File: config.mk
export PLATFORM = sky130hd
export DESIGN_NAME = tgcw_sweep
export DESIGN_NICKNAME = d
export VERILOG_FILES = /design/src/rtl/tgcw_pkg.sv /design/src/rtl/tgcw_sweep.sv
export SDC_FILE = /design/constraint.sdc
export NUM_CORES = 1
export LEC_CHECK = 0
export BUFFER_PORTS_ARGS = -buffer_cell sky130_fd_sc_hd__buf_2
export CAP_MARGIN = 20
export CORE_MARGIN = 2
export CORE_UTILIZATION = 55
export DETAILED_ROUTE_END_ITERATION = 8
export GPL_TIMING_DRIVEN = 0
export HOLD_SLACK_MARGIN = 0.12
export PLACE_DENSITY = 0.84
export SYNTH_ARGS = -nofsm -noshare
export SYNTH_HDL_FRONTEND = slang
export SYNTH_SLANG_ARGS = --single-unit
export TNS_END_PERCENT = 50
File: constraint.sdc
create_clock -name clock -period 3.65 [get_ports clock]
set_input_delay 0.73 -clock clock [delete_from_list [all_inputs] [get_ports clock]]
set_output_delay 0.73 -clock clock [all_outputs]
set_load 0.01 [all_outputs]
File: src/rtl/tgcw_pkg.sv
// Shared types and constants of the text grid cursor writer.
package tgcw_pkg;

   // Widths fixed by the command and result word formats.
   localparam int SIZE_W = 9;
   localparam int CUR_W  = 10;

   // Command kinds.
   localparam logic [2:0] KIND_WRITE  = 3'd0;
   localparam logic [2:0] KIND_MOVE   = 3'd1;
   localparam logic [2:0] KIND_CLEAR  = 3'd2;
   localparam logic [2:0] KIND_RESIZE = 3'd3;
   localparam logic [2:0] KIND_READ   = 3'd4;

   // Character codes.
   localparam logic [31:0] NEWLINE_CODE = 32'd10;
   localparam logic [31:0] BLANK_RESET  = 32'd32;

   // Description of one blanking pass over the store.
   typedef struct packed {
      logic              all;    // blank every visited cell
      logic [SIZE_W-1:0] cols;   // columns visited, at least 1
      logic [SIZE_W-1:0] rows;   // rows visited, at least 1
      logic [SIZE_W-1:0] old_w;
      logic [SIZE_W-1:0] old_h;
      logic [SIZE_W-1:0] new_w;
      logic [SIZE_W-1:0] new_h;
   } sweep_cmd_type;

endpackage

File: src/rtl/tgcw_sweep.sv
// Walks a store rectangle one cell per cycle and blanks the chosen cells.
module tgcw_sweep #(
   parameter int MAX_COLS = 128,
   parameter int MAX_ROWS = 64
) (
   input  logic                   clock,
   input  logic                   reset,
   input  logic                   start,
   input  tgcw_pkg::sweep_cmd_type cmd,
   output logic                   busy,
   output logic                   wr_en,
   output logic [((MAX_ROWS > 1) ? $clog2(MAX_ROWS) : 1)-1:0] wr_row,
   output logic [((MAX_COLS > 1) ? $clog2(MAX_COLS) : 1)-1:0] wr_col
);

   localparam int ROW_BITS = (MAX_ROWS > 1) ? $clog2(MAX_ROWS) : 1;
   localparam int COL_BITS = (MAX_COLS > 1) ? $clog2(MAX_COLS) : 1;
   localparam logic [tgcw_pkg::SIZE_W-1:0] COLS_FULL = tgcw_pkg::SIZE_W'(MAX_COLS);
   localparam logic [tgcw_pkg::SIZE_W-1:0] ROWS_FULL = tgcw_pkg::SIZE_W'(MAX_ROWS);

   logic                    active_ff, active_in;
   logic [ROW_BITS-1:0]     row_ff, row_in;
   logic [COL_BITS-1:0]     col_ff, col_in;
   tgcw_pkg::sweep_cmd_type cmd_ff, cmd_in;

   logic [tgcw_pkg::SIZE_W-1:0] row9, col9;
   logic                        last_col, last_row, hit;

   // Position tests on the current cell.
   always_comb begin
      row9     = tgcw_pkg::SIZE_W'(row_ff);
      col9     = tgcw_pkg::SIZE_W'(col_ff);
      last_col = (col9 == cmd_ff.cols - 9'd1);
      last_row = (row9 == cmd_ff.rows - 9'd1);
      hit      = cmd_ff.all
               || ((row9 >= cmd_ff.old_h) && (row9 < cmd_ff.new_h))
               || ((col9 >= cmd_ff.old_w) && (col9 < cmd_ff.new_w));
   end

   // Row-major walk over the rectangle.
   always_comb begin
      active_in = active_ff;
      row_in    = row_ff;
      col_in    = col_ff;
      cmd_in    = cmd_ff;
      if (start) begin
         active_in = 1'b1;
         row_in    = '0;
         col_in    = '0;
         cmd_in    = cmd;
      end else if (active_ff) begin
         if (last_col) begin
            col_in = '0;
            if (last_row) begin
               active_in = 1'b0;
            end else begin
               row_in = row_ff + ROW_BITS'(1);
            end
         end else begin
            col_in = col_ff + COL_BITS'(1);
         end
      end
   end

   // After reset the whole store is walked once.
   always_ff @(posedge clock) begin
      if (reset) begin
         active_ff   <= 1'b1;
         row_ff      <= '0;
         col_ff      <= '0;
         cmd_ff.all  <= 1'b1;
         cmd_ff.cols <= COLS_FULL;
         cmd_ff.rows <= ROWS_FULL;
         cmd_ff.old_w <= '0;
         cmd_ff.old_h <= '0;
         cmd_ff.new_w <= '0;
         cmd_ff.new_h <= '0;
      end else begin
         active_ff <= active_in;
         row_ff    <= row_in;
         col_ff    <= col_in;
         cmd_ff    <= cmd_in;
      end
   end

   assign busy   = active_ff;
   assign wr_en  = active_ff && hit;
   assign wr_row = row_ff;
   assign wr_col = col_ff;

endmodule

Word level (Yosys, flattened, before mapping):

Index checks and enable logic that the tools add are counted.
Widths: inputs -> output; s select.

* reductions and logical operators: 7
* muxes and demuxes: 4
* bitwise operators: 1
* order comparisons: 4
* equal/unequal tests: 2
* add/subtract/negate cells: 4

Operators with widths (count)
* $sub 9x1->9 const B: 2
* $eq 6x9->1: 1
* $eq 7x9->1: 1
* $ge 6x9->1: 1
* $ge 7x9->1: 1
* $lt 6x9->1: 1
* $lt 7x9->1: 1
* $add 7x1->7 const B: 1
* $mux 7: 1
* $add 6x1->6 const B: 1
* $logic_and 1x1->1: 3
* $mux 1: 3
* $reduce_and 3->1: 1
* $logic_or 1x1->1: 2
* $reduce_or 2->1: 1
* $not 1->1: 1

* register bits after elaboration: 69
* output and inout port bits: 15
* word-level logic and storage cells: 32

Logic depth before layout (Yosys ltp):

Gate-level depths: netlist of run 1.

* depth after elaboration: 5
* mapped depth: 9
* mapped depth without buffers: 9

Least setup slack after synthesis of run 1:

No wires, ideal clock.

* kind: reg2reg
* start: register cmd_ff[36] (netlist name)
* end: register row_ff[4] (netlist: wr_row[4])
* setup slack: 1.030 ns
* period minus slack after synthesis: 2.620 ns
* stages on the path, launching flop included: 8
* arrival: 2.550 ns
* cell sequence: dfxtp_1 or4_1 nor4_1 mux2i_1 a2111oi_4 or4_4 or4_1 a21oi_1

* longest elaborated chain between the ends: 4

Ends and longest elaborated chain
* start: declaration: line tgcw_sweep.sv:24 `tgcw_pkg::sweep_cmd_type cmd_ff, cmd_in;`
* start signal: assignment: line tgcw_sweep.sv:82 `cmd_ff <= cmd_in;`
* $sub 9x1->9: line tgcw_sweep.sv:34 `last_row = (row9 == cmd_ff.rows - 9'd1);`
* $eq 6x9->1: line tgcw_sweep.sv:34
* $not 1->1 (no line)
* $reduce_and 3->1 (no line)
* end signal: assignment: line tgcw_sweep.sv:80 `row_ff <= row_in;`
* end: declaration: line tgcw_sweep.sv:22 `logic [ROW_BITS-1:0] row_ff, row_in;`

No other way between the ends.
A chain may end at the register's enable or synchronous reset.

Final worst setup path of run 1:

* start: register col_ff[0] (netlist: wr_col[0])
* end: output wr_en

* longest elaborated chain between the ends: 4

Ends and longest elaborated chain
* start: declaration: line tgcw_sweep.sv:23 `logic [COL_BITS-1:0] col_ff, col_in;`
* start signal: assignment: line tgcw_sweep.sv:81 `col_ff <= col_in;`
* $ge 7x9->1 / $lt 7x9->1 (equally long branches): line tgcw_sweep.sv:37 `|| ((col9 >= cmd_ff.old_w) && (col9 < cmd_ff.new_w));`
* $logic_and 1x1->1 (*): line tgcw_sweep.sv:37
* $logic_or 1x1->1 (*): line tgcw_sweep.sv:37
* $logic_and 1x1->1 (*): line tgcw_sweep.sv:87 `assign wr_en = active_ff && hit;`
* end: declaration: line tgcw_sweep.sv:11 `output logic wr_en,`

Every way passes the cells marked *; elsewhere a longest branch is shown, timed or not.

==> results.sh, run 1 <==
export IMPL_status="finished clean"
export IMPL_synth_cell_types=52
export IMPL_setup_viol=0
export IMPL_area_growth_pct=17.5
export IMPL_grt_pass1_vias=2950
export IMPL_postCtsSetupBuffers=0
export IMPL_synth_xor_xnor_area_share_pct=4.98
export IMPL_numPortBuffers=71
export IMPL_fin_worst_skew_ns=0.00700
export IMPL_synth_compound_area_share_pct=9.25
export IMPL_netlist_instances=407
export IMPL_num_io_pins=73
export IMPL_layout_common_cells="buf_2, nor2_1, dfxtp_1"
export IMPL_drive_gt1_share_pct=19.5
export IMPL_num_rows=29
export IMPL_start_kind="flop"
export IMPL_netlist_area_um2=3690
export IMPL_diodes=0
export IMPL_min_from="cmd_ff[9]"
export IMPL_final_common_cell="buf_2"
export IMPL_synth_fa_ha_area_share_pct=9.49
export IMPL_viasPerCell=5.54
export IMPL_hpwl_um=6400
export IMPL_ctsHtreeMaxLevel=3
export IMPL_nFillCells=489
export IMPL_whs_ns=0.499
export IMPL_grt_util_all_layers_pct=23.4
export IMPL_startpoint="wr_col[0]"
export IMPL_clk_latency_ns=0.34
export IMPL_hp_class="flop to flop"
export IMPL_leakagePower_nw=1.96
export IMPL_die_area_um2=7380
export IMPL_num_vias=3155
export IMPL_die_h_um=85.9
export IMPL_final_max_slew_viol_count=0
export IMPL_numCtsBuffers=9
export IMPL_worst_slew_pin_slew_ns=0.803
export IMPL_avgSynthCellArea_um2=9.07
export IMPL_final_nets=575
export IMPL_wl_um=8450
export IMPL_drv_cap=0
export IMPL_overflow=0
export IMPL_period_share_pct=88.8
export IMPL_grt_max_degree=11
export IMPL_r2r_start="cmd_ff[36]"
export IMPL_cpMostUsedCell="a21oi_1"
export IMPL_firstDrtPassIters=4
export IMPL_initial_core_util_pct=57.5
export IMPL_cts_sinks=69
export IMPL_clockRootBuffer="clkbuf_8"
export IMPL_cp_max_fo=6
export IMPL_min_period_ns=3.24
export IMPL_synth_simple_area_share_pct=19.2
export IMPL_cts_tree="built"
export IMPL_ys_warnings_count=0
export IMPL_die_width_um=85.9
export IMPL_core_um2=6420
export IMPL_synth_nets=493
export IMPL_cts_resized=0
export IMPL_cp_arrival_ns=2.51
export IMPL_crit_path_max_incr_delay_ns=0.47
export IMPL_peakVddDrop_mv=0.273
export IMPL_cp_required_ns=2.92
export IMPL_ys_seq_elements=69
export IMPL_setup_tns_ns=0
export IMPL_grt_pass1_wl_um=13800
export IMPL_cts_hold_buf=0
export IMPL_post_route_drc_count=0
export IMPL_async_flop_share_pct=0
export IMPL_synth_top_family_by_area="simple AND/OR/NAND/NOR gates"
export IMPL_clock_path_buffers=2
export IMPL_slowest_stage="dfxtp_1"
export IMPL_end_kind="output pin"
export IMPL_drt_iter0_drc=248
export IMPL_synthMuxAreaShare_pct=14.6
export IMPL_crit_chain="inv_1 > ha_1 > nand2b_1 > a21oi_1 > nor2b_1 > o21ai_0 > a21oi_1 > o31ai_1 > o32ai_1 > buf_2"
export IMPL_rsz0062_at_grt="no"
export IMPL_clk_pin_slew_worst_paths_ns=0.07
export IMPL_fmax_mhz=308
export IMPL_ant_nets=0
export IMPL_max_slew_margin_pct=46.5
export IMPL_gp_congestion=0.868
export IMPL_antenna_found_initial=0
export IMPL_synth_edf_count=0
export IMPL_p_per_area_nw_per_um2=392
export IMPL_yosysSeqAreaShare_pct=37.4
export IMPL_critical_path_class="flop to output pin"
export IMPL_synthFlopType="dfxtp_1"
export IMPL_hold_viol=0
export IMPL_wl_per_cell_um=14.9
## cell usage after synthesis, drive strengths merged (2+ instances only)
| cell type | n | area (µm²) |
|---|---|---|
| nor2 | 70 | 263 |
| dfxtp | 69 | 1380 |
| mux2i | 54 | 541 |
| inv | 31 | 116 |
| ha | 28 | 350 |
| xnor2 | 17 | 149 |
| clkbuf | 14 | 52.6 |
| o21ai | 14 | 73.8 |
| nand2 | 12 | 45.0 |
| a21oi | 11 | 55.1 |
| nor3 | 9 | 56.3 |
| and3 | 7 | 43.8 |
| nor2b | 6 | 37.5 |
| or4 | 5 | 42.5 |
| nand4 | 4 | 25.0 |
| nor4 | 4 | 25.0 |
| xor2 | 4 | 35.0 |
| a211o | 3 | 26.3 |
| nand2b | 3 | 18.8 |
| nand3 | 3 | 20.0 |
| nor3b | 3 | 22.5 |
| o211ai | 3 | 22.5 |
| o21a | 3 | 22.5 |
| or3 | 3 | 21.3 |
| a211oi | 2 | 15.0 |
| a21boi | 2 | 15.0 |
| a21o | 2 | 16.3 |
| and2 | 2 | 13.8 |
| buf | 2 | 15.0 |
| nor4b | 2 | 23.8 |
| nor4bb | 2 | 20.0 |
| o2bb2ai | 2 | 17.5 |
| o31ai | 2 | 15.0 |
## registers in the layout, summed over array words and instances (netlist names)
name    cells
wr_row      6
cmd_ff     55
wr_col      7
busy        1
## worst paths after layout
kind	depth (start not counted)	end	slack, ns
setup / recovery	10	wr_en	0.41
hold / removal	2	cmd_ff[9]	0.50
setup reg to reg	7	wr_row[4]	0.82
hold reg to reg	2	cmd_ff[9]	0.50
## kinds of logic (layout without fill, tap and decap cells)
family,after synthesis,after routing
flops,69,69
fa+ha+maj,28,28
compound gates,49,49
xor+xnor,21,21
mux,54,54
simple gates,139,139
buf+inv,47,132
## routing by layer
layer  routed length (µm)  GRT usage (%)  vias up
met2                 3860           37.1      115
li1                     -              -     1567
met1                 3930           31.8     1465
met4                   96           8.23        0
met3                  564           4.72        8
met5                    0              0        -
## worst max-delay path, delay by kind of cell, from the launching register on
family / cells / cell delay [ns]
buffers and inverters: 2 / 0.30
AO/OA/AOI/OAI: 5 / 0.92
AND/OR/NAND/NOR: 2 / 0.20
adder cells (fa/ha/maj): 1 / 0.29
flip-flops: 1 / 0.47
## power breakdown
group	internal (W)	total, W	switching, W	leakage [nW]
registers	0.000791	0.000824	0.0000330	0.568
clock network	0.000379	0.000643	0.000264	0.0965
logic	0.000115	0.000235	0.000120	1.30
total	0.00128	0.00170	0.000417	1.96
## through the flow
step | util, % | instance area [µm²] | power (W) | setup WS (ns) | cells
after floorplan | - | 3690 | 0.000995 | 1.03 | 407
after global placement | 64.5 | 4140 | 0.00106 | 0.887 | 555
after detailed placement | 64.5 | 4140 | 0.00107 | 0.810 | 555
after CTS | 67.5 | 4340 | 0.00170 | 0.455 | 569
after global routing | 67.5 | 4340 | 0.00177 | 0.198 | 569
final | 67.5 | 4340 | 0.00170 | 0.407 | 569
## area by class of cell
class | count | area, µm² | area share, %
multi-input cells | 291 | 2130 | 49.0
flip-flops and latches | 69 | 1380 | 31.8
repair buffers | 71 | 355 | 8.19
clock buffers | 12 | 135 | 3.12
inverters | 31 | 116 | 2.68
well taps | 77 | 96.3 | 2.22
plain buffers | 16 | 67.6 | 1.56
clock inverters | 2 | 60.1 | 1.38
(Power assumes the default switching activity.)
==> run 2, diff against run 1 <==
--- a/config.mk
+++ b/config.mk
@@ -8,11 +8,12 @@
 export BUFFER_PORTS_ARGS = -buffer_cell sky130_fd_sc_hd__buf_2
 export CAP_MARGIN = 20
 export CORE_MARGIN = 2
-export CORE_UTILIZATION = 55
+export CORE_UTILIZATION = 40
 export DETAILED_ROUTE_END_ITERATION = 8
 export GPL_TIMING_DRIVEN = 0
 export HOLD_SLACK_MARGIN = 0.12
-export PLACE_DENSITY = 0.84
+export PLACE_DENSITY = 0.65
+export RECOVER_POWER = 25
 export SYNTH_ARGS = -nofsm -noshare
 export SYNTH_HDL_FRONTEND = slang
 export SYNTH_SLANG_ARGS = --single-unit
==> run 2 against run 1 <==
Against the previous run: register-to-register slack lost 0.04 ns; critical path type unchanged; maximum frequency grew 1.9%; critical endpoint unchanged; routed wire length rose by 3.0%; first-iteration DRC count fell by 65%; global-route usage is 5.5 points lower; highest routed layer unchanged; cell area increased by 1.0%; clock power is 2% higher; power up 0.43%; non-clock buffer count did not move; utilization fell by 19 points; cell count rose by 6.3%; largest power group unchanged; die area rose by 36%.
==> results.sh, run 2 (same netlist as run 1, synthesis figures left out) <==
export IMPL_status="finished clean"
export IMPL_drive_gt1_share_pct=19.0
export IMPL_clk_pin_slew_worst_paths_ns=0.09
export IMPL_max_slew_margin_pct=44.7
export IMPL_final_common_cell="nor2_1"
export IMPL_period_share_pct=87.2
export IMPL_num_vias=3087
export IMPL_cts_sinks=69
export IMPL_finalPower_w=0.00171
export IMPL_end_kind="output pin"
export IMPL_start_kind="flop"
export IMPL_hpwl_um=6670
export IMPL_slowest_stage="dfxtp_1"
export IMPL_clockRootBuffer="clkbuf_8"
export IMPL_clock_path_buffers=2
export IMPL_use_met2_pct=29.9
export IMPL_die_h_um=100
export IMPL_hp_class="flop to flop"
export IMPL_cp_arrival_ns=2.45
export IMPL_cp_required_ns=2.92
export IMPL_grt_pass1_wl_um=14000
export IMPL_numCtsBuffers=9
export IMPL_fin_worst_skew_ns=0.0125
export IMPL_rsz0062_at_grt="no"
export IMPL_wl_um=8700
export IMPL_peakVddDrop_mv=0.153
export IMPL_design_area_um2=4380
export IMPL_postCtsSetupBuffers=0
export IMPL_post_route_drc_count=0
export IMPL_grt_util_all_layers_pct=17.9
export IMPL_numPortBuffers=71
export IMPL_pwr_share_seq_pct=48.1
export IMPL_final_nets=575
export IMPL_num_rows=35
export IMPL_grt_met1_usage_pct=22.9
export IMPL_largest_register="cmd_ff"
export IMPL_gp_congestion=0.823
export IMPL_p_int_w=0.00123
export IMPL_leakagePower_nw=1.94
export IMPL_hold_viol=0
export IMPL_layout_common_cells="nor2_1, dfxtp_1, buf_2"
export IMPL_crit_chain="inv_1 > ha_1 > nand2b_1 > a21oi_1 > nor2b_1 > o21ai_0 > a21oi_1 > o31ai_1 > o32ai_1 > buf_2"
export IMPL_area_growth_pct=18.7
export IMPL_diodes=0
export IMPL_crit_path_max_incr_delay_ns=0.46
export IMPL_cp_max_fo=6
export IMPL_wl_per_cell_um=14.4
export IMPL_setup_tns_ns=0
export IMPL_final_max_slew_viol_count=0
export IMPL_post_place_ws_ns=0.837
export IMPL_switching_share_pct=28.1
export IMPL_grt_pass1_vias=2971
export IMPL_cpMostUsedCell="a21oi_1"
export IMPL_initial_core_util_pct=40.5
export IMPL_busiest_layer="met2"
export IMPL_p_switching_w=0.000480
export IMPL_p_per_area_nw_per_um2=390
export IMPL_drt_iter0_drc=86
export IMPL_antenna_found_initial=0
export IMPL_cts_tree="built"
export IMPL_cts_resized=0
export IMPL_core_um2=9110
export IMPL_comb_power_share_pct=13.5
export IMPL_fmax_mhz=314
export IMPL_setup_ws_ns=0.466
export IMPL_die_area_um2=10000
export IMPL_die_width_um=100
export IMPL_firstDrtPassIters=4
export IMPL_viasPerCell=5.10
export IMPL_p_clk_share_pct=38.3
export IMPL_ctsHtreeMaxLevel=3
export IMPL_setup_viol=0
export IMPL_ant_nets=0
export IMPL_grt_max_degree=15
export IMPL_clk_latency_ns=0.36
export IMPL_critical_path_class="flop to output pin"
export IMPL_num_io_pins=73
export IMPL_met3_usage_pct=3.13
export IMPL_drv_cap=0
export IMPL_cts_hold_buf=0
export IMPL_final_util_pct=48.1
export IMPL_overflow=0
export IMPL_worst_slew_pin_slew_ns=0.829
export IMPL_placed_area_um2=4190
export IMPL_largest_reg_flops=55
export IMPL_min_period_ns=3.18
run 2: changes by cell type in the layout (fill, tap and decap cells not counted), sizes merged:
| cell | change |
|---|---|
| clkinv | +2 |
| inv | +3 |
| buf | -8 |
| bufinv | -1 |
| clkinvlp | +1 |
| clkbuf | +5 |
run 2: area by class of cell:
cell class | count | area [µm²]
inverters | 31 | 116
multi-input cells | 291 | 2130
repair buffers | 71 | 347
flip-flops and latches | 69 | 1380
well taps | 111 | 139
clock inverters | 7 | 81.3
fillers | 913 | 4730
plain buffers | 16 | 67.6
clock buffers | 9 | 124
run 2: final timing paths:
path | to | slack (ns) | from | cells after the start
max | wr_en | 0.47 | wr_col[0] | 10
min | cmd_ff[19] | 0.50 | cmd_ff[19] | 2
max reg2reg | wr_row[4] | 0.78 | cmd_ff[36] | 7
min reg2reg | cmd_ff[19] | 0.50 | cmd_ff[19] | 2
run 2: power by group through the flow:
| stage | combinational [W] | sequential (W) | clock, W |
|---|---|---|---|
| detailed placement | 0.000232 | 0.000840 | 0 |
| CTS | 0.000234 | 0.000822 | 0.000669 |
| global placement | 0.000224 | 0.000838 | 0 |
| floorplan | 0.000164 | 0.000830 | 0 |
| finish | 0.000231 | 0.000822 | 0.000655 |
| global route | 0.000261 | 0.000828 | 0.000704 |
run 2: critical path, delay by kind of cell, from the launching register on:
family                     cells  cell delay (ns)
DFF                            1             0.46
adders and majority gates      1             0.30
buffers and inverters          2             0.30
AOI/OAI and AO/OA              5             0.83
and+or+nand+nor                2             0.20
run 2: layer usage:
| layer | wire (µm) | part of all wire [%] |
|---|---|---|
| met3 | 359 | 4.1 |
| met2 | 4060 | 47 |
| met4 | 150 | 1.7 |
| met5 | 0 | 0 |
| met1 | 4130 | 47 |
run 2: per-stage QoR:
step,instances,hold slack (ns)
2_1_floorplan,407,0.454
3_3_place_gp,589,0.475
3_5_place_dp,589,0.484
4_1_cts,605,0.504
5_1_grt,605,0.523
6_report,605,0.500
